[src/design/stack_bytecode_interpreter_defines.svh]
// Assertion macros for the stack bytecode interpreter.
// Used by the top level only; expects aclk and aresetn in scope.
`ifndef STACK_BYTECODE_INTERPRETER_DEFINES_SVH
`define STACK_BYTECODE_INTERPRETER_DEFINES_SVH

// Same-cycle implication, checked out of reset.
`define SBI_ASSERT_NOW(lbl, ante, cons, msg) \
    lbl: assert property (@(posedge aclk) disable iff (!aresetn) (ante) |-> (cons)) \
        else $error(msg);

// Next-cycle implication, checked out of reset.
`define SBI_ASSERT_NEXT(lbl, ante, cons, msg) \
    lbl: assert property (@(posedge aclk) disable iff (!aresetn) (ante) |=> (cons)) \
        else $error(msg);

`endif

[src/design/sbi_pkg.sv]
// Shared types and constants of the stack bytecode interpreter.
// No dependencies; imported by sbi_stack and the top level.
package sbi_pkg;

    localparam logic [1:0] KIND_EVENT = 2'd0;
    localparam logic [1:0] KIND_HALT  = 2'd1;
    localparam logic [1:0] KIND_FAULT = 2'd2;

    localparam logic [2:0] CFG_OPCODE_PUSH = 3'd0;
    localparam logic [2:0] CFG_OPCODE_ADD  = 3'd1;
    localparam logic [2:0] CFG_OPCODE_EMIT = 3'd2;
    localparam logic [2:0] CFG_OPCODE_HALT = 3'd3;
    localparam logic [2:0] CFG_OPCODE_NOP  = 3'd4;

    localparam logic [7:0] RST_OPCODE_PUSH = 8'd1;
    localparam logic [7:0] RST_OPCODE_ADD  = 8'd2;
    localparam logic [7:0] RST_OPCODE_EMIT = 8'd3;
    localparam logic [7:0] RST_OPCODE_HALT = 8'd255;
    localparam logic [7:0] RST_OPCODE_NOP  = 8'd0;

    typedef enum logic [1:0] {
        PEND_NONE,
        PEND_PUSH,
        PEND_EMIT,
        PEND_HALT
    } pend_t;

    typedef enum logic [1:0] {
        STK_NONE,
        STK_PUSH,
        STK_POP,
        STK_ADD
    } stack_op_t;

    typedef struct packed {
        stack_op_t   op;
        logic        clear;
        logic [31:0] data;
    } stack_cmd_t;

endpackage

[src/design/sbi_stack.sv]
// Value stack with the top two entries in registers and the rest in a memory.
// Depends on sbi_pkg for the command struct.
module sbi_stack
    import sbi_pkg::*;
#(
    parameter int STACK_DEPTH = 16
) (
    input  logic                               aclk,
    input  logic                               aresetn,
    input  stack_cmd_t                         cmd,
    output logic [$clog2(STACK_DEPTH+1)-1:0]   count,
    output logic [31:0]                        top
);

    localparam int CW = $clog2(STACK_DEPTH + 1);
    localparam int AW = (STACK_DEPTH > 1) ? $clog2(STACK_DEPTH) : 1;

    logic [31:0]   mem [STACK_DEPTH];
    logic [CW-1:0] count_reg, count_next;
    logic [31:0]   top_reg, sec_reg, third_reg;
    logic          wr_en;
    logic [AW-1:0] wr_addr, rd_addr;
    logic [CW-1:0] wr_addr_full, rd_addr_full;

    always_comb begin
        count_next = count_reg;
        case (cmd.op)
            STK_PUSH: count_next = count_reg + CW'(1);
            STK_POP:  count_next = count_reg - CW'(1);
            STK_ADD:  count_next = count_reg - CW'(1);
            default:  count_next = count_reg;
        endcase
        if (cmd.clear) begin
            count_next = '0;
        end
    end

    // Spill the second entry on push; prefetch the third entry for the next cycle.
    assign wr_en        = (cmd.op == STK_PUSH) && (count_reg >= CW'(2));
    assign wr_addr_full = count_reg - CW'(2);
    assign rd_addr_full = count_next - CW'(3);
    assign wr_addr      = wr_addr_full[AW-1:0];
    assign rd_addr      = rd_addr_full[AW-1:0];

    always_ff @(posedge aclk) begin
        if (!aresetn) begin
            count_reg <= '0;
        end else begin
            count_reg <= count_next;
        end
    end

    always_ff @(posedge aclk) begin
        if (wr_en) begin
            mem[wr_addr] <= sec_reg;
        end
        if (count_next >= CW'(3)) begin
            if (wr_en && (wr_addr == rd_addr)) begin
                third_reg <= sec_reg;
            end else begin
                third_reg <= mem[rd_addr];
            end
        end
        case (cmd.op)
            STK_PUSH: begin
                top_reg <= cmd.data;
                sec_reg <= top_reg;
            end
            STK_POP: begin
                top_reg <= sec_reg;
                sec_reg <= third_reg;
            end
            STK_ADD: begin
                top_reg <= top_reg + sec_reg;
                sec_reg <= third_reg;
            end
            default: begin
                top_reg <= top_reg;
            end
        endcase
    end

    assign count = count_reg;
    assign top   = top_reg;

endmodule

[src/design/stack_bytecode_interpreter.sv]
// Stack bytecode interpreter: decode and output stage, one tape byte per cycle while s_ready is high.
// Depends on sbi_pkg, sbi_stack and stack_bytecode_interpreter_defines.svh.
//
// Usage:
//   The s_ channel carries one tape byte per request, with s_last_byte marking
//   the end of a tape. The m_ channel carries at most one result per byte:
//   an emitted event, a halt code or a fault. Opcode values are written through
//   cfg_wr_en / cfg_index / cfg_wr_data while the block is idle.
//   A result is registered and appears on m_ in the cycle after its byte.
//   Throughput: one byte per cycle while s_ready is high; the stack keeps its top
//   two entries in registers and prefetches the third from a simple dual-port
//   memory, so each byte needs one memory write and one registered read at most.
//   The output register accepts a new byte while its result is being taken;
//   if m_ready stays low with a result held, s_ready drops until it is taken.
//   Reset (aresetn low, synchronous) empties the stack, restores the default
//   opcodes and leaves the block running and awaiting an opcode. The last byte
//   of every tape does the same, apart from the opcodes.
`include "stack_bytecode_interpreter_defines.svh"

module stack_bytecode_interpreter
    import sbi_pkg::*;
#(
    parameter int STACK_DEPTH = 16
) (
    input  logic        aclk,
    input  logic        aresetn,
    input  logic        cfg_wr_en,
    input  logic [2:0]  cfg_index,
    input  logic [7:0]  cfg_wr_data,
    input  logic        s_valid,
    output logic        s_ready,
    input  logic [7:0]  s_tape_byte,
    input  logic        s_last_byte,
    output logic        m_valid,
    input  logic        m_ready,
    output logic [1:0]  m_result_kind,
    output logic [15:0] m_event_id,
    output logic [31:0] m_event_value,
    output logic [7:0]  m_halt_code
);

    localparam int CW = $clog2(STACK_DEPTH + 1);

    logic [7:0]    op_push_reg, op_add_reg, op_emit_reg, op_halt_reg, op_nop_reg;
    logic          run_reg, run_next;
    pend_t         pend_reg, pend_next;
    logic [2:0]    seen_reg, seen_next;
    logic [31:0]   acc_reg, acc_next, acc_full;
    logic [1:0]    pos;
    logic          op_done;

    logic          m_valid_reg;
    logic [1:0]    kind_reg, kind_next;
    logic [15:0]   id_reg, id_next;
    logic [31:0]   value_reg, value_next;
    logic [7:0]    code_reg, code_next;
    logic          fire;

    logic          accept;
    stack_cmd_t    stk_cmd;
    logic [CW-1:0] stack_count;
    logic [31:0]   stack_top;

    sbi_stack #(
        .STACK_DEPTH(STACK_DEPTH)
    ) u_stack (
        .aclk    (aclk),
        .aresetn (aresetn),
        .cmd     (stk_cmd),
        .count   (stack_count),
        .top     (stack_top)
    );

    assign s_ready = !m_valid_reg || m_ready;
    assign accept  = s_valid && s_ready;

    // Merge the incoming byte into its little-endian lane of the operand.
    assign pos = seen_reg[1:0];
    always_comb begin
        case (pos)
            2'd0:    acc_full = acc_reg | {24'd0, s_tape_byte};
            2'd1:    acc_full = acc_reg | {16'd0, s_tape_byte, 8'd0};
            2'd2:    acc_full = acc_reg | {8'd0, s_tape_byte, 16'd0};
            default: acc_full = acc_reg | {s_tape_byte, 24'd0};
        endcase
    end

    always_comb begin
        case (pend_reg)
            PEND_PUSH: op_done = (pos == 2'd3);
            PEND_EMIT: op_done = (pos == 2'd1);
            default:   op_done = 1'b1;
        endcase
    end

    always_comb begin
        run_next      = run_reg;
        pend_next     = pend_reg;
        seen_next     = seen_reg;
        acc_next      = acc_reg;
        stk_cmd.op    = STK_NONE;
        stk_cmd.clear = 1'b0;
        stk_cmd.data  = acc_full;
        fire          = 1'b0;
        kind_next     = KIND_FAULT;
        id_next       = '0;
        value_next    = '0;
        code_next     = '0;

        if (accept && run_reg) begin
            if (pend_reg == PEND_NONE) begin
                seen_next = '0;
                acc_next  = '0;
                // First match wins when opcodes share a value.
                if (s_tape_byte == op_push_reg) begin
                    if (s_last_byte || (stack_count >= CW'(STACK_DEPTH))) begin
                        fire = 1'b1;
                    end else begin
                        pend_next = PEND_PUSH;
                    end
                end else if (s_tape_byte == op_add_reg) begin
                    if (stack_count < CW'(2)) begin
                        fire = 1'b1;
                    end else begin
                        stk_cmd.op = STK_ADD;
                    end
                end else if (s_tape_byte == op_emit_reg) begin
                    if (s_last_byte || (stack_count == '0)) begin
                        fire = 1'b1;
                    end else begin
                        pend_next = PEND_EMIT;
                    end
                end else if (s_tape_byte == op_halt_reg) begin
                    if (s_last_byte) begin
                        fire = 1'b1;
                    end else begin
                        pend_next = PEND_HALT;
                    end
                end else if (s_tape_byte != op_nop_reg) begin
                    fire = 1'b1;
                end
                if (fire) begin
                    run_next  = 1'b0;
                    pend_next = PEND_NONE;
                    seen_next = seen_reg;
                    acc_next  = acc_reg;
                end
            end else if (!op_done) begin
                seen_next = {1'b0, pos} + 3'd1;
                acc_next  = acc_full;
                if (s_last_byte) begin
                    fire      = 1'b1;
                    run_next  = 1'b0;
                    pend_next = PEND_NONE;
                end
            end else begin
                pend_next = PEND_NONE;
                seen_next = '0;
                acc_next  = '0;
                case (pend_reg)
                    PEND_PUSH: begin
                        stk_cmd.op = STK_PUSH;
                    end
                    PEND_EMIT: begin
                        stk_cmd.op = STK_POP;
                        fire       = 1'b1;
                        kind_next  = KIND_EVENT;
                        id_next    = acc_full[15:0];
                        value_next = stack_top;
                    end
                    default: begin
                        fire      = 1'b1;
                        run_next  = 1'b0;
                        kind_next = KIND_HALT;
                        code_next = acc_full[7:0];
                    end
                endcase
            end
        end

        // End of tape: start the next tape from a clean machine.
        if (accept && s_last_byte) begin
            run_next      = 1'b1;
            pend_next     = PEND_NONE;
            seen_next     = '0;
            acc_next      = '0;
            stk_cmd.clear = 1'b1;
        end
    end

    always_ff @(posedge aclk) begin
        if (!aresetn) begin
            op_push_reg <= RST_OPCODE_PUSH;
            op_add_reg  <= RST_OPCODE_ADD;
            op_emit_reg <= RST_OPCODE_EMIT;
            op_halt_reg <= RST_OPCODE_HALT;
            op_nop_reg  <= RST_OPCODE_NOP;
        end else if (cfg_wr_en) begin
            case (cfg_index)
                CFG_OPCODE_PUSH: op_push_reg <= cfg_wr_data;
                CFG_OPCODE_ADD:  op_add_reg  <= cfg_wr_data;
                CFG_OPCODE_EMIT: op_emit_reg <= cfg_wr_data;
                CFG_OPCODE_HALT: op_halt_reg <= cfg_wr_data;
                CFG_OPCODE_NOP:  op_nop_reg  <= cfg_wr_data;
                default:         op_nop_reg  <= op_nop_reg;
            endcase
        end
    end

    always_ff @(posedge aclk) begin
        if (!aresetn) begin
            run_reg     <= 1'b1;
            pend_reg    <= PEND_NONE;
            seen_reg    <= '0;
            acc_reg     <= '0;
            m_valid_reg <= 1'b0;
        end else begin
            run_reg  <= run_next;
            pend_reg <= pend_next;
            seen_reg <= seen_next;
            acc_reg  <= acc_next;
            if (accept && fire) begin
                m_valid_reg <= 1'b1;
            end else if (m_ready) begin
                m_valid_reg <= 1'b0;
            end
        end
    end

    // Hold the result payload until a new result replaces it.
    always_ff @(posedge aclk) begin
        if (accept && fire) begin
            kind_reg  <= kind_next;
            id_reg    <= id_next;
            value_reg <= value_next;
            code_reg  <= code_next;
        end
    end

    assign m_valid       = m_valid_reg;
    assign m_result_kind = kind_reg;
    assign m_event_id    = id_reg;
    assign m_event_value = value_reg;
    assign m_halt_code   = code_reg;

    `SBI_ASSERT_NOW(a_count_bound, 1'b1, stack_count <= CW'(STACK_DEPTH), "stack count beyond depth")
    `SBI_ASSERT_NEXT(a_tape_end_clears, accept && s_last_byte, (stack_count == '0) && run_reg && (pend_reg == PEND_NONE), "tape end did not re-initialize")
    `SBI_ASSERT_NEXT(a_stopped_silent, accept && !run_reg, !m_valid, "result produced while stopped")

endmodule
[config.mk]
export PLATFORM = sky130hd
export DESIGN_NAME = stack_bytecode_interpreter
export DESIGN_NICKNAME = d
export VERILOG_FILES = /design/src/design/sbi_pkg.sv /design/src/design/sbi_stack.sv /design/src/design/stack_bytecode_interpreter.sv
export VERILOG_INCLUDE_DIRS = /design/src /design/src/design
export SDC_FILE = /design/constraint.sdc
export NUM_CORES = 1
export LEC_CHECK = 0
export BUFFER_PORTS_ARGS = -buffer_cell sky130_fd_sc_hd__buf_2
export CORE_ASPECT_RATIO = 1.2
export CORE_MARGIN = 10
export CORE_UTILIZATION = 45
export CTS_CLUSTER_SIZE = 25
export DETAILED_ROUTE_END_ITERATION = 6
export PLACE_DENSITY = 0.62
export SYNTH_ARGS = -nofsm -noshare
export SYNTH_HDL_FRONTEND = slang
export SYNTH_SLANG_ARGS = --single-unit
[constraint.sdc]
create_clock -name aclk -period 5.8 [get_ports aclk]
set_input_delay 1.16 -clock aclk [delete_from_list [all_inputs] [get_ports aclk]]
set_output_delay 1.16 -clock aclk [all_outputs]
set_load 0.02 [all_outputs]
; Word level (Yosys, flattened, before mapping)
; Memory sizes are Yosys's and may differ from the RTL's. A register that Yosys moved wholly into a read port is not among the register bits.
; Index checks and enable logic that the tools add are counted.
[totals]
register_bits = 205
latchBits = 0
ramBits = 512
romBits = 0
inputBits = 25
out_inout_bits = 60
elab_cells = 148
mem_count = 1
[memory_table]
columns = name, depth, word_bits, rd, rd_clocked_by_memory_dff, wr, line_no
row1 = u_stack.mem, 16, 32, 1, 1, 1, sbi_stack.sv:18  ; logic [31:0] mem [STACK_DEPTH];
[op_classes]
add_sub_neg = 6
n_mul = 0
n_div = 0
magnitude_cmp = 4
n_eq_ne = 25
shifts = 0
mux = 56
n_bitwise = 8
reduce_logical = 31
[op_table]
columns = operator, count
row1 = $pmux 32 s3, 2
row2 = $mux 32, 3
row3 = $pmux 32 s2, 1
row4 = $mux 2, 20
row5 = $add 32x32->32, 1
row6 = $eq 8x8->1, 4
row7 = $or 32x16->32, 1
row8 = $or 32x24->32, 1
row9 = $or 32x32->32, 1
row10 = $or 32x8->32, 1
row11 = $mux 1, 25
row12 = $reduce_and 2->1, 6
row13 = $eq 2x2->1 const B, 5
row14 = $ge 5x2->1 const B, 2
row15 = $pmux 5 s2, 1
row16 = $ne 4x3->1 const B, 2
row17 = $ne 8x8->1, 1
row18 = $pmux 2 s2, 2
row19 = $sub 4x2->4 const B, 2
row20 = $reduce_and 7->1, 1
row21 = $eq 2x1->1 const B, 3
row22 = $eq 3x2->1 const B, 2
row23 = $reduce_bool 3->1, 2
row24 = $reduce_or 2->1, 3
row25 = other kinds (27), 38

; Logic depth before layout (Yosys ltp)
; Gate-level depths: netlist (run 1).
[logic_depth]
word_depth = 12
mapped_depth = 24
mapped_depth_nobuf = 16

; By module
; A second synthesis (run 1) with hierarchy kept.
[hier_totals]
hier_cells = 1973
area_unflattened_um2 = 32183.4
[by_module_without_submodules]
columns = module, n_inst, cells_per_inst, area_per_inst_um2, seq_area_each_um2
row1 = sbi_stack, 1, 1296, 25594.5, 18357.6
row2 = stack_bytecode_interpreter, 1, 677, 6588.8, 3303.2

; Worst setup path after synthesis (run 1)
; No wires, ideal clock.
[synth_path]
path_type = input to register
from = in s_tape_byte[3]
to = reg u_stack.third_reg[1], read port of u_stack.mem (data pin)
setup_time_ns = 0.167
arrival_time_ns = 5.581
t_required_ns = 5.633
slack_ns = 0.051
cell_stages = 22
n_path_buf = 7
path_cell_list = buf_2 -> xnor2_1 -> nand4_1 -> o21ai_0 -> nor2_1 -> o21a_1 -> clkbuf_1 -> inv_2 -> clkbuf_1 -> clkbuf_1 -> buf_1 -> fa_1 -> a211oi_1 -> ha_1 -> xor2_1 -> o211ai_1 -> nor3_4 -> nand3_2 -> and2_4 -> buf_6 -> buf_6 -> a221oi_2
[synth_via]
elab_chain_cells = 10
elab_cells_between_ends = 14
cone_classes = add/sub: 1 / order compare: 1 / eq/ne: 5 / mux: 6 / reduce/logical: 1
[synth_rtl]
columns = element, line_no
row1 = start: declaration, stack_bytecode_interpreter.sv:32  ; input logic [7:0] s_tape_byte,
row2 = $eq 8x8->1, stack_bytecode_interpreter.sv:121  ; end else if (s_tape_byte == op_add_reg) begin
row3 = $mux 2, stack_bytecode_interpreter.sv:121
row4 = $mux 2 *, stack_bytecode_interpreter.sv:115  ; if (s_tape_byte == op_push_reg) begin
row5 = $mux 2 *, stack_bytecode_interpreter.sv:111  ; if (pend_reg == PEND_NONE) begin
row6 = $mux 2 *, stack_bytecode_interpreter.sv:110  ; if (accept && run_reg) begin
row7 = $eq 2x2->1, sbi_stack.sv:27  ; case (cmd.op)
row8 = $reduce_or 2->1 (no line), n/a
row9 = $pmux 5 s2 *, sbi_stack.sv:27
row10 = $mux 5 *, sbi_stack.sv:33  ; if (cmd.clear) begin
row11 = via u_stack.count_next[1], sbi_stack.sv:19  ; logic [CW-1:0] count_reg, count_next;
row12 = $sub 4x2->4 / $ge 5x2->1 (equally long branches), "sbi_stack.sv:41, sbi_stack.sv:57"
row13 = end: declaration, sbi_stack.sv:20  ; logic [31:0] top_reg, sec_reg, third_reg;
; The timed path passes the listed nets; every way through them passes the cells marked *.
; A chain may end at the register's enable or synchronous reset.

; Final worst setup path (run 1)
[layout_path]
from = in s_tape_byte[4]
to = reg u_stack.third_reg[4], read port of u_stack.mem (data pin)
; Same word-level chain as after synthesis.

==> qor.yml, run 1 <==
floorplanning:
  placementRows: 107
  floorplan.core_area_um2: 70960
  die_height_um: 313.1
  die-width_um: 264.3
  floorplan.die_area_um2: 82740
  floorplan.initialDensity_pct: 45.40
  top_level_port_count: 85
setup_path:
  critPathKind: "in -> reg"
  cp.required_ns: 6.12
  cp-start-kind: "primary input"
  worst-path-max-fanout: 128
  worst-r2r-setup-slack_ns: 0.98
  critical_path_data_arrival_time_ns: 5.32
  worst_setup_path_end_kind: "flop"
placed_design:
  numPortBuffers: 84
  place.gp.congestion: 0.8932
  post_dp_cell_area_um2: 34000
  hpwlAfterDp_um: 48580
power:
  power.leakage_nw: 11.34
  post-layout-total-power_w: 0.01081
  max-vdd-ir-drop_mv: 0.1969
  power_density_nw_per_um2: 297.2
drt:
  post_drt_via_cell_ratio: 5.911
  routed-via-count: 18477
  met3RoutedLength_um: 5464
  remaining_drc_errors: 0
  met2_wirelength_um: 41220
  dr.pass1.iters: 6
  dr.max_layer_used: "met4"
  drtAntennaViolNets: 0
  routed_wl_um: 82940
  wire_per_inst_um: 26.53
  dr.first_iter.drc_count: 1762
  routedLengthMet1_um: 34210
timing:
  worst_rel_slew_slack_pct: 28.58
  fin_setup_tns_ns: 0
  worst_slew_pin_slew_ns: 1.068
  grt_setup_unrepaired: "no"
  finalHoldViolCount: 0
  timing_max_transition_violations_final: 0
  timing.fmax_ghz: 0.2000
  setup_viol_count_final: 0
  fin_worst_skew_ns: 0.01961
  final.period_utilization_pct: 86.22
  fin_worst_hold_slack_ns: 0.4805
  period_needed_ns: 5.001
cells_and_area:
  stdcell_area_um2: 36380
  largest-register: "u_stack.mem"
  drive_above_1_share_pct: 22.59
  area_growth_pct: 12.91
  multi_input_area_um2: 10000
  design.final.nets: 2218
  final-seq-area_um2: 21660
  top_library_cells_by_usage_in_the_layout_fill_and_taps_aside: "666 x edfxtp_1, 149 x nor2_1, 121 x mux4_2"
  largest_reg_flops: 512
  most_common_library_cell_in_the_layout_ignoring_fill_and_taps: "edfxtp_1"
  antennaDiodeCount: 0
  layout.filler_cells: 5837
worst_hold_path:
  timing.hold.worst.class: "reg -> reg"
synth:
  synth-edff-count: 666
  yosysUniqueCellTypes: 72
  asyncSetResetFlopFracSynth_pct: 0
  synth.yosys.warnings: 0
  syn_avg_cell_area_um2: 15.79
  postSynthCellCount: 2040
  synth_sequential_area_ratio_pct: 67.23
  ys_ff_latch: 749
  synth_area_um2: 32220
  postSynthNetCount: 2113
  postSynth.topFlopCell: "edfxtp_1"
clock_network:
  clockBufferDepth: 3
  cts_setup_buffers: 0
  cts_root_buf: "clkbuf_16"
  numClockSinks: 749
  worst_skew_pair.late_latency_ns: 0.62
  cts-resized-gates: 0
  tritoncts: "done"
  cts.clk_slew.worst_paths_ns: 0.07
  hold_buffers: 0
  cts-htree-levels: 3
  cts-buffers-inserted: 73
grt:
  gr-usage-all-layers_pct: 19.80
  globalRouteOverflowTotal: 0
  antenna_found_initial: 1
  largest_net_degree_at_the_start_of_global_routing: 129
  grt_pass1_wl_um: 123800
  grt_pass1_vias: 18693
job:
  max_cap_violations: 0
outcome:
  outcome: "completed"
## kinds of logic after synthesis
family          share of synthesized area, %
compound gates                         6.874
xor+xnor                               2.093
fa+ha+maj                              1.911
buf+inv                                2.284
flops                                  67.23
mux                                    12.50
simple gates                           7.103
## cell usage after synthesis (27+ instances only)
master / count / share of area, %
a21boi_0: 30 / 0.70
a21oi_1: 116 / 1.8
a221oi_2: 32 / 1.5
and3_1: 40 / 0.78
clkbuf_1: 73 / 0.85
dfxtp_1: 83 / 5.2
edfxtp_1: 666 / 62
ha_1: 46 / 1.8
mux2_2: 34 / 1.2
mux2i_1: 72 / 2.2
mux4_2: 121 / 8.5
nand2_1: 116 / 1.4
nand3_1: 30 / 0.47
nor2_1: 165 / 1.9
nor3_1: 32 / 0.50
o21ai_0: 31 / 0.48
xnor2_1: 45 / 1.2
xor2_1: 27 / 0.73
## cell type report
| type | instances | area share, % |
|---|---|---|
| Clock buffer | 87 | 5.342 |
| Clock inverter | 43 | 1.197 |
| Inverter | 26 | 0.2717 |
| Multi-Input combinational cell | 1150 | 27.50 |
| Sequential cell | 749 | 59.54 |
| Tap cell | 926 | 3.185 |
| Timing Repair Buffer | 145 | 2.965 |
## worst max-delay path, stage by stage
cell and delay, ns:
buf_2 0.12, buf_4 0.19, xnor2_1 0.18, nand4_1 0.23, o21ai_0 0.31, nor2_1 0.13
o21a_1 0.28, clkinv_2 0.08, fa_1 0.42, a211oi_1 0.43, ha_4 0.22, buf_12 0.56
mux4_2 0.42, mux2i_1 0.26, a221oi_2 0.12
## worst paths after layout
path | end | depth (start not counted) | startpoint
max | u_stack.third_reg[4] | 15 | s_tape_byte[4]
min | op_emit_reg[7] | 2 | op_emit_reg[7]
max reg2reg | u_stack.third_reg[4] | 14 | u_stack.count[1]
min reg2reg | op_emit_reg[7] | 2 | op_emit_reg[7]
## per-stage QoR
step	setup WS [ns]	std cells	utilization [%]
3_5_place_dp	0.2039	2996	47.92
4_1_cts	0.8698	3126	51.27
3_3_place_gp	0.3011	2996	47.92
2_1_floorplan	0.05127	2040	-
6_report	0.7992	3126	51.27
5_1_grt	0.5837	3126	51.27
## layer usage
metal  up-vias  track usage, %
met5         -               0
met3       117           3.039
met4         0           6.525
met2       649           33.20
met1      9584           26.04
li1       8127               -
## power by group
group | leakage, nW | switching [W] | internal (W)
sequential | 5.87 | 0.0000146 | 0.00583
clock | 1.15 | 0.00202 | 0.00276
combinational | 4.31 | 0.000140 | 0.0000584
No activity file was read; power rests on OpenSTA's default activity.
==> run 2, diff against run 1 <==
Settings changed: ABC_AREA set to 1, CORE_ASPECT_RATIO 1.2 to 0.7, PLACE_DENSITY 0.62 to 0.6.
Clock period 5.8 ns to 6.45 ns, I/O delays scaled along.
==> qor.yml, run 2 <==
outcome:
  outcome: "completed"  # unchanged
cells_and_area:
  post-route-util_pct: 50.61  # was 51.27%
  drive_above_1_share_pct: 8.338  # was 22.59%
  top_library_cells_by_usage_in_the_layout_fill_and_taps_aside: "684 x nand2_1, 666 x edfxtp_1, 637 x nand3_1"  # was 666 x edfxtp_1, 149 x nor2_1, 121 x mux4_2
  largest_reg_flops: 512  # unchanged
  largest-register: "u_stack.mem"  # unchanged
  most_common_library_cell_in_the_layout_ignoring_fill_and_taps: "nand2_1"  # was edfxtp_1
  area_growth_pct: 11.36  # was 12.91%
  antennaDiodeCount: 0  # unchanged
  design.final.nets: 3743  # was 2218
worst_hold_path:
  timing.hold.worst.class: "reg -> reg"  # unchanged
  holdPathEnd: "acc_reg[17]"  # was op_emit_reg[7]
  min_delay_path_depth: 2  # unchanged
  hold_path.startpoint: "acc_reg[17]"  # was op_emit_reg[7]
grt:
  met3_usage_pct: 4.124  # was 3.039%
  largest_net_degree_at_the_start_of_global_routing: 129  # unchanged
  grt_pass1_wl_um: 149200  # was 123800 um
  antenna_found_initial: 0  # was 1
  grt_pass1_vias: 24012  # was 18693
  globalRouteMet2Util_pct: 30.83  # was 33.20%
  gr-usage-all-layers_pct: 21.55  # was 19.80%
  routing_usage_on_met1_pct: 33.10  # was 26.04%
  globalRoute.busiestLayer: "met1"  # was met2
  globalRouteOverflowTotal: 0  # unchanged
synth:
  synth_xor_xnor_area_share_pct: 1.003  # was 2.093%
  netlist.area_leader.share_pct: 57.23  # was 62.08%
  yosysUniqueCellTypes: 46  # was 72
  postSynth.topFlopCell: "edfxtp_1"  # unchanged
  postSynthNetCount: 3712  # was 2113
  synth.area.mux_share_pct: 0  # was 12.50%
  synth_simple_gate_area_share_pct: 20.79  # was 7.103%
  asyncSetResetFlopFracSynth_pct: 0  # unchanged
  synth.yosys.warnings: 0  # unchanged
  synth-edff-count: 666  # unchanged
  postSynthCellCount: 3639  # was 2040
  synth_most_common_cell: "nand2_1"  # was edfxtp_1
  synth_compound_area_share_pct: 5.195  # was 6.874%
  post_synth_most_frequent_cells: "688 x nand2_1, 666 x edfxtp_1, 639 x nand3_1, 625 x inv_1, 262 x nor2_1"  # was 666 x edfxtp_1, 165 x nor2_1, 121 x mux4_2, 116 x a21oi_1, 116 x nand2_1
  ys_ff_latch: 749  # unchanged
  combinational_family_with_the_most_area_after_synthesis: "simple AND/OR/NAND/NOR gates"  # was multiplexers
  synth_sequential_area_ratio_pct: 61.99  # was 67.23%
  synth_area_um2: 34940  # was 32220 um2
  syn_avg_cell_area_um2: 9.603  # was 15.79 um2
  netlist_top_cells_area: "edfxtp_1 57%, nand3_1 9.2%, nand2_1 7.4%"  # was edfxtp_1 62%, mux4_2 8.5%, dfxtp_1 5.2%
  synth_fa_ha_area_share_pct: 1.762  # was 1.911%
  synth_top_area_cell: "edfxtp_1"  # unchanged
power:
  part_of_the_power_in_the_clock_network_pct: 39.2  # was 44.1%
  p_int_w: 0.008232  # was 0.008639 W
  power.share.switching_pct: 26.00  # was 20.08%
  max-vdd-ir-drop_mv: 0.2198  # was 0.1969 mV
  comb_power_share_pct: 11.3  # was 1.8%
  switching_power_w: 0.002892  # was 0.002171 W
  power_density_nw_per_um2: 285.9  # was 297.2 nW/um2
  power.sequential.fraction_pct: 49.4  # was 54.0%
  power.leakage_nw: 16.22  # was 11.34 nW
clock_network:
  cts.clk_slew.worst_paths_ns: 0.06  # was 0.07 ns
  hold_buffers: 0  # unchanged
  cts-resized-gates: 0  # unchanged
  cts-htree-levels: 3  # unchanged
  cts-buffers-inserted: 72  # was 73
  numClockSinks: 749  # unchanged
  cts_root_buf: "clkbuf_16"  # unchanged
  worst_skew_pair.late_latency_ns: 0.63  # was 0.62 ns
  tritoncts: "done"  # unchanged
  clockBufferDepth: 3  # unchanged
  cts_setup_buffers: 0  # unchanged
timing:
  setup_viol_count_final: 0  # unchanged
  worst_slew_pin_slew_ns: 1.082  # was 1.068 ns
  fin_worst_skew_ns: 0.02243  # was 0.01961 ns
  grt_setup_unrepaired: "no"  # unchanged
  timing_max_transition_violations_final: 0  # unchanged
  fin_setup_tns_ns: 0  # unchanged
  period_needed_ns: 5.199
  worst_rel_slew_slack_pct: 27.90  # was 28.58%
  fin_worst_hold_slack_ns: 0.4605  # was 0.4805 ns
  timing.fmax_ghz: 0.1924
  final.period_utilization_pct: 80.60
  finalHoldViolCount: 0  # unchanged
  postLayoutSetupSlackWorst_ns: 1.251  # was 0.7992 ns
setup_path:
  worst-path-max-fanout: 32  # was 128
  critPathKind: "in -> reg"  # unchanged
  r2r-start: "pend_reg[0]"  # was u_stack.count[1]
  destination_of_the_worst_register_to_register_timing_path: "u_stack.third_reg[8]"  # was u_stack.third_reg[4]
  cp.required_ns: 6.82  # was 6.12 ns
  cp-start-kind: "primary input"  # unchanged
  worst_setup_path_end_kind: "flop"  # unchanged
  r2r.worst_path.cells: 19  # was 14
  worst-r2r-setup-slack_ns: 1.29  # was 0.98 ns
  critical_path_data_arrival_time_ns: 5.57  # was 5.32 ns
drt:
  drtAntennaViolNets: 0  # unchanged
  post_drt_via_cell_ratio: 5.325  # was 5.911
  dr.pass1.iters: 5  # was 6
  routed_wl_um: 98510  # was 82940 um
  wire_per_inst_um: 20.64  # was 26.53 um
  remaining_drc_errors: 0  # unchanged
  dr.first_iter.drc_count: 3151  # was 1762
  routed-via-count: 25422  # was 18477
floorplanning:
  top_level_port_count: 85  # unchanged
  placementRows: 85  # was 107
  floorplan.initialDensity_pct: 45.45  # was 45.40%
  floorplan.core_area_um2: 76890  # was 70960 um2
  floorplan.die_area_um2: 89380  # was 82740 um2
  die_height_um: 253.2  # was 313.1 um
  die-width_um: 353.1  # was 264.3 um
placed_design:
  hpwlAfterDp_um: 60420  # was 48580 um
  post-place-ws_ns: 0.7295  # was 0.2039 ns
  place.gp.congestion: 0.8874  # was 0.8932
  numPortBuffers: 84  # unchanged
job:
  max_cap_violations: 0  # unchanged
==> run 2: metrics by stage <==
step | total power [W] | instance area [um2] | cells
6_report | 0.01112 | 38910 | 4774
5_1_grt | 0.01150 | 38910 | 4774
4_1_cts | 0.01116 | 38910 | 4774
3_5_place_dp | 0.006845 | 36530 | 4640
3_3_place_gp | 0.006838 | 36530 | 4640
2_1_floorplan | 0.006395 | 34940 | 3639
==> run 2: cell families after synthesis <==
logic type	Yosys count
AND/OR/NAND/NOR	1666
buffers and inverters	824
flip-flops	749
AO/OA/AOI/OAI	312
adder cells (fa/ha/maj)	48
XOR/XNOR	40
==> run 2: layout make-up <==
cell class / count / area [um2]
fillers: 6981 / 37980
flip-flops and latches: 749 / 21660
multi-input cells: 2066 / 10230
inverters: 644 / 2420
clock buffers: 97 / 2052
well taps: 1044 / 1306
repair buffers: 137 / 905.9
clock inverters: 37 / 337.8
==> run 2: worst max path at each step <==
| stage | from | endpoint |
|---|---|---|
| after floorplan | m_ready | u_stack.third_reg[0] |
| after global placement | m_ready | u_stack.third_reg[12] |
| after detailed placement | s_tape_byte[5] | u_stack.third_reg[14] |
| after CTS | s_tape_byte[5] | u_stack.third_reg[8] |
| after global routing | pend_reg[1] | u_stack.third_reg[11] |
| final | s_tape_byte[5] | u_stack.third_reg[8] |
==> run 2: power groups by stage <==
stage	combinational [W]	clock [W]	sequential (W)
2_1_floorplan	0.000810	0	0.00559
3_3_place_gp	0.00124	0	0.00560
3_5_place_dp	0.00124	0	0.00560
4_1_cts	0.00125	0.00441	0.00550
5_1_grt	0.00139	0.00461	0.00550
6_report	0.00126	0.00436	0.00550
==> run 2: worst max-delay path, cell delays in order <==
cell and delay, ns:
buf_2 0.20, inv_2 0.09, nand2_1 0.06, nand2_1 0.05
nor2_1 0.21, nand2_1 0.14, nor2_4 0.14, nand3_2 0.13
nand2_4 0.12, nand2_1 0.30, fa_1 0.61, o211ai_1 0.09
nand2_1 0.12, nor2_2 0.07, ha_4 0.42, nand2_1 0.09
a221oi_1 0.29, nand3_2 0.19, nand3b_4 0.59, nor2_1 0.27
nor2_1 0.07
==> run 2: layer usage <==
metal	wire, um	vias to the layer above	part of all wire (%)
li1	-	12113	-
met1	46460	12112	47
met2	41110	1060	42
met3	8904	137	9.0
met4	2038	0	2.1
met5	0	-	0
==> run 3, diff against run 2 <==
Settings changed: ABC_AREA 1 to 0.
Clock period 6.45 ns to 5.4 ns, I/O delays scaled along.
==> qor.yml, run 3 (synthesis results as in run 1) <==
cells_and_area:
  top_library_cells_by_usage_in_the_layout_fill_and_taps_aside: "666 x edfxtp_1, 149 x nor2_1, 121 x mux4_2"  # was 684 x nand2_1, 666 x edfxtp_1, 637 x nand3_1
  design.final.nets: 2261  # was 3743
  most_common_library_cell_in_the_layout_ignoring_fill_and_taps: "edfxtp_1"  # was nand2_1
  drive_above_1_share_pct: 23.55  # was 8.338%
  area_growth_pct: 13.72  # was 11.36%
  stdcell_area_um2: 36640  # was 38910 um2
  finish.cell_count_without_fillers: 3196  # was 4774
  largest-register: "u_stack.mem"  # unchanged
  antennaDiodeCount: 0  # unchanged
  largest_reg_flops: 512  # unchanged
clock_network:
  cts-buffers-inserted: 70  # was 72
  cts_setup_buffers: 0  # unchanged
  cts.clk_slew.worst_paths_ns: 0.06  # about the same
  cts_root_buf: "clkbuf_16"  # unchanged
  cts-htree-levels: 3  # unchanged
  hold_buffers: 0  # unchanged
  clockBufferDepth: 3  # unchanged
  cts-resized-gates: 0  # unchanged
  tritoncts: "done"  # unchanged
  worst_skew_pair.late_latency_ns: 0.62  # was 0.63 ns
  numClockSinks: 749  # unchanged
grt:
  largest_net_degree_at_the_start_of_global_routing: 73  # was 129
  globalRouteOverflowTotal: 0  # unchanged
  grt_pass1_vias: 18339  # was 24012
  antenna_found_initial: 0  # unchanged
  gr-usage-all-layers_pct: 19.48  # was 21.55%
  grt_pass1_wl_um: 121800  # was 149200 um
timing:
  worst_rel_slew_slack_pct: 15.68  # was 27.90%
  fin_setup_tns_ns: 0  # unchanged
  setup_viol_count_final: 0  # unchanged
  worst_slew_pin_slew_ns: 1.262  # was 1.082 ns
  postLayoutSetupSlackWorst_ns: 0.5829  # was 1.251 ns
  fin_worst_skew_ns: 0.01868  # was 0.02243 ns
  final.period_utilization_pct: 89.21
  timing_max_transition_violations_final: 0  # unchanged
  period_needed_ns: 4.817
  grt_setup_unrepaired: "no"  # unchanged
  finalHoldViolCount: 0  # unchanged
  timing.fmax_ghz: 0.2076
power:
  power_density_nw_per_um2: 309.2  # was 285.9 nW/um2
  max-vdd-ir-drop_mv: 0.2528  # was 0.2198 mV
  power.leakage_nw: 11.53  # was 16.22 nW
setup_path:
  worst-r2r-setup-slack_ns: 0.58  # was 1.29 ns
  worst_setup_path_end_kind: "flop"  # unchanged
  critPathKind: "reg -> reg"  # was in -> reg
  worst-path-max-fanout: 8  # was 32
  r2r.worst_path.cells: 19  # unchanged
  cp.required_ns: 5.85  # was 6.82 ns
  critical_path_data_arrival_time_ns: 5.27  # was 5.57 ns
  cp-start-kind: "flop"  # was primary input
drt:
  remaining_drc_errors: 0  # unchanged
  dr.first_iter.drc_count: 1836  # was 3151
  drtAntennaViolNets: 0  # unchanged
  post_drt_via_cell_ratio: 5.837  # was 5.325
  routed-via-count: 18654  # was 25422
  wire_per_inst_um: 25.57  # was 20.64 um
  routed_wl_um: 81710  # was 98510 um
  dr.pass1.iters: 6  # was 5
floorplanning:
  die-width_um: 339.8  # was 353.1 um
  top_level_port_count: 85  # unchanged
  floorplan.initialDensity_pct: 45.81  # was 45.45%
  floorplan.die_area_um2: 82870  # was 89380 um2
  floorplan.core_area_um2: 70340  # was 76890 um2
  placementRows: 81  # was 85
  die_height_um: 243.9  # was 253.2 um
placed_design:
  post_dp_cell_area_um2: 34430  # was 36530 um2
  place.gp.congestion: 0.9203  # was 0.8874
  placed_instance_count: 3070  # was 4640
  hpwlAfterDp_um: 51460  # was 60420 um
  numPortBuffers: 84  # unchanged
  post-place-ws_ns: 0.03331  # was 0.7295 ns
worst_hold_path:
  timing.hold.worst.class: "reg -> reg"  # unchanged
  min_delay_path_depth: 2  # unchanged
outcome:
  outcome: "completed"  # unchanged
job:
  max_cap_violations: 0  # unchanged
## run 3: through the flow
step | hold slack [ns] | util, % | total power, W
3_5_place_dp | 0.4721 | 48.96 | 0.006615
5_1_grt | 0.4967 | 52.09 | 0.01168
2_1_floorplan | 0.4376 | - | 0.006519
6_report | 0.4771 | 52.09 | 0.01133
4_1_cts | 0.4805 | 52.09 | 0.01141
3_3_place_gp | 0.4509 | 48.96 | 0.006612
## run 3: power breakdown
part	switching (W)	internal, W
combinational	0.000154	0.0000667
clock	0.00211	0.00272
sequential	0.0000163	0.00626
total	0.00228	0.00905
## run 3: path summary, 6_finish.rpt
check                   startpoint                    to
hold / removal       op_nop_reg[4]         op_nop_reg[4]
setup reg to reg  u_stack.count[1]  u_stack.third_reg[7]
setup / recovery  u_stack.count[1]  u_stack.third_reg[7]
hold reg to reg      op_nop_reg[4]         op_nop_reg[4]
## run 3: layer usage
| layer | GRT usage (%) | part of all wire (%) | routed length, um | up-vias |
|---|---|---|---|---|
| met3 | 4.251 | 7.6 | 6179 | 112 |
| met2 | 27.72 | 43 | 35050 | 655 |
| met5 | 0 | 0 | 0 | - |
| met1 | 29.72 | 47 | 38760 | 9669 |
| li1 | - | - | - | 8218 |
| met4 | 5.131 | 2.1 | 1721 | 0 |
## run 3: critical path, cell delays in order, from the launching register on
cell	delay, ns
dfxtp_1	0.51
inv_1	0.20
ha_1	0.28
nand2_1	0.33
nand2_1	0.14
nor2_1	0.33
o21a_1	0.24
inv_2	0.06
fa_1	0.46
a211oi_1	0.23
buf_4	0.16
ha_4	0.19
xor2_1	0.14
o211ai_1	0.14
nor3_4	0.29
nand3_2	0.13
and2_4	0.22
buf_12	0.16
buf_4	0.18
a221oi_2	0.25
## run 3: final cells by class
cell class	count	area (um2)
clock buffers	101	1996
clock inverters	25	206.4
fillers	5813	33700
inverters	26	97.59
multi-input cells	1150	9996
flip-flops and latches	749	21660
well taps	954	1194
repair buffers	191	1486
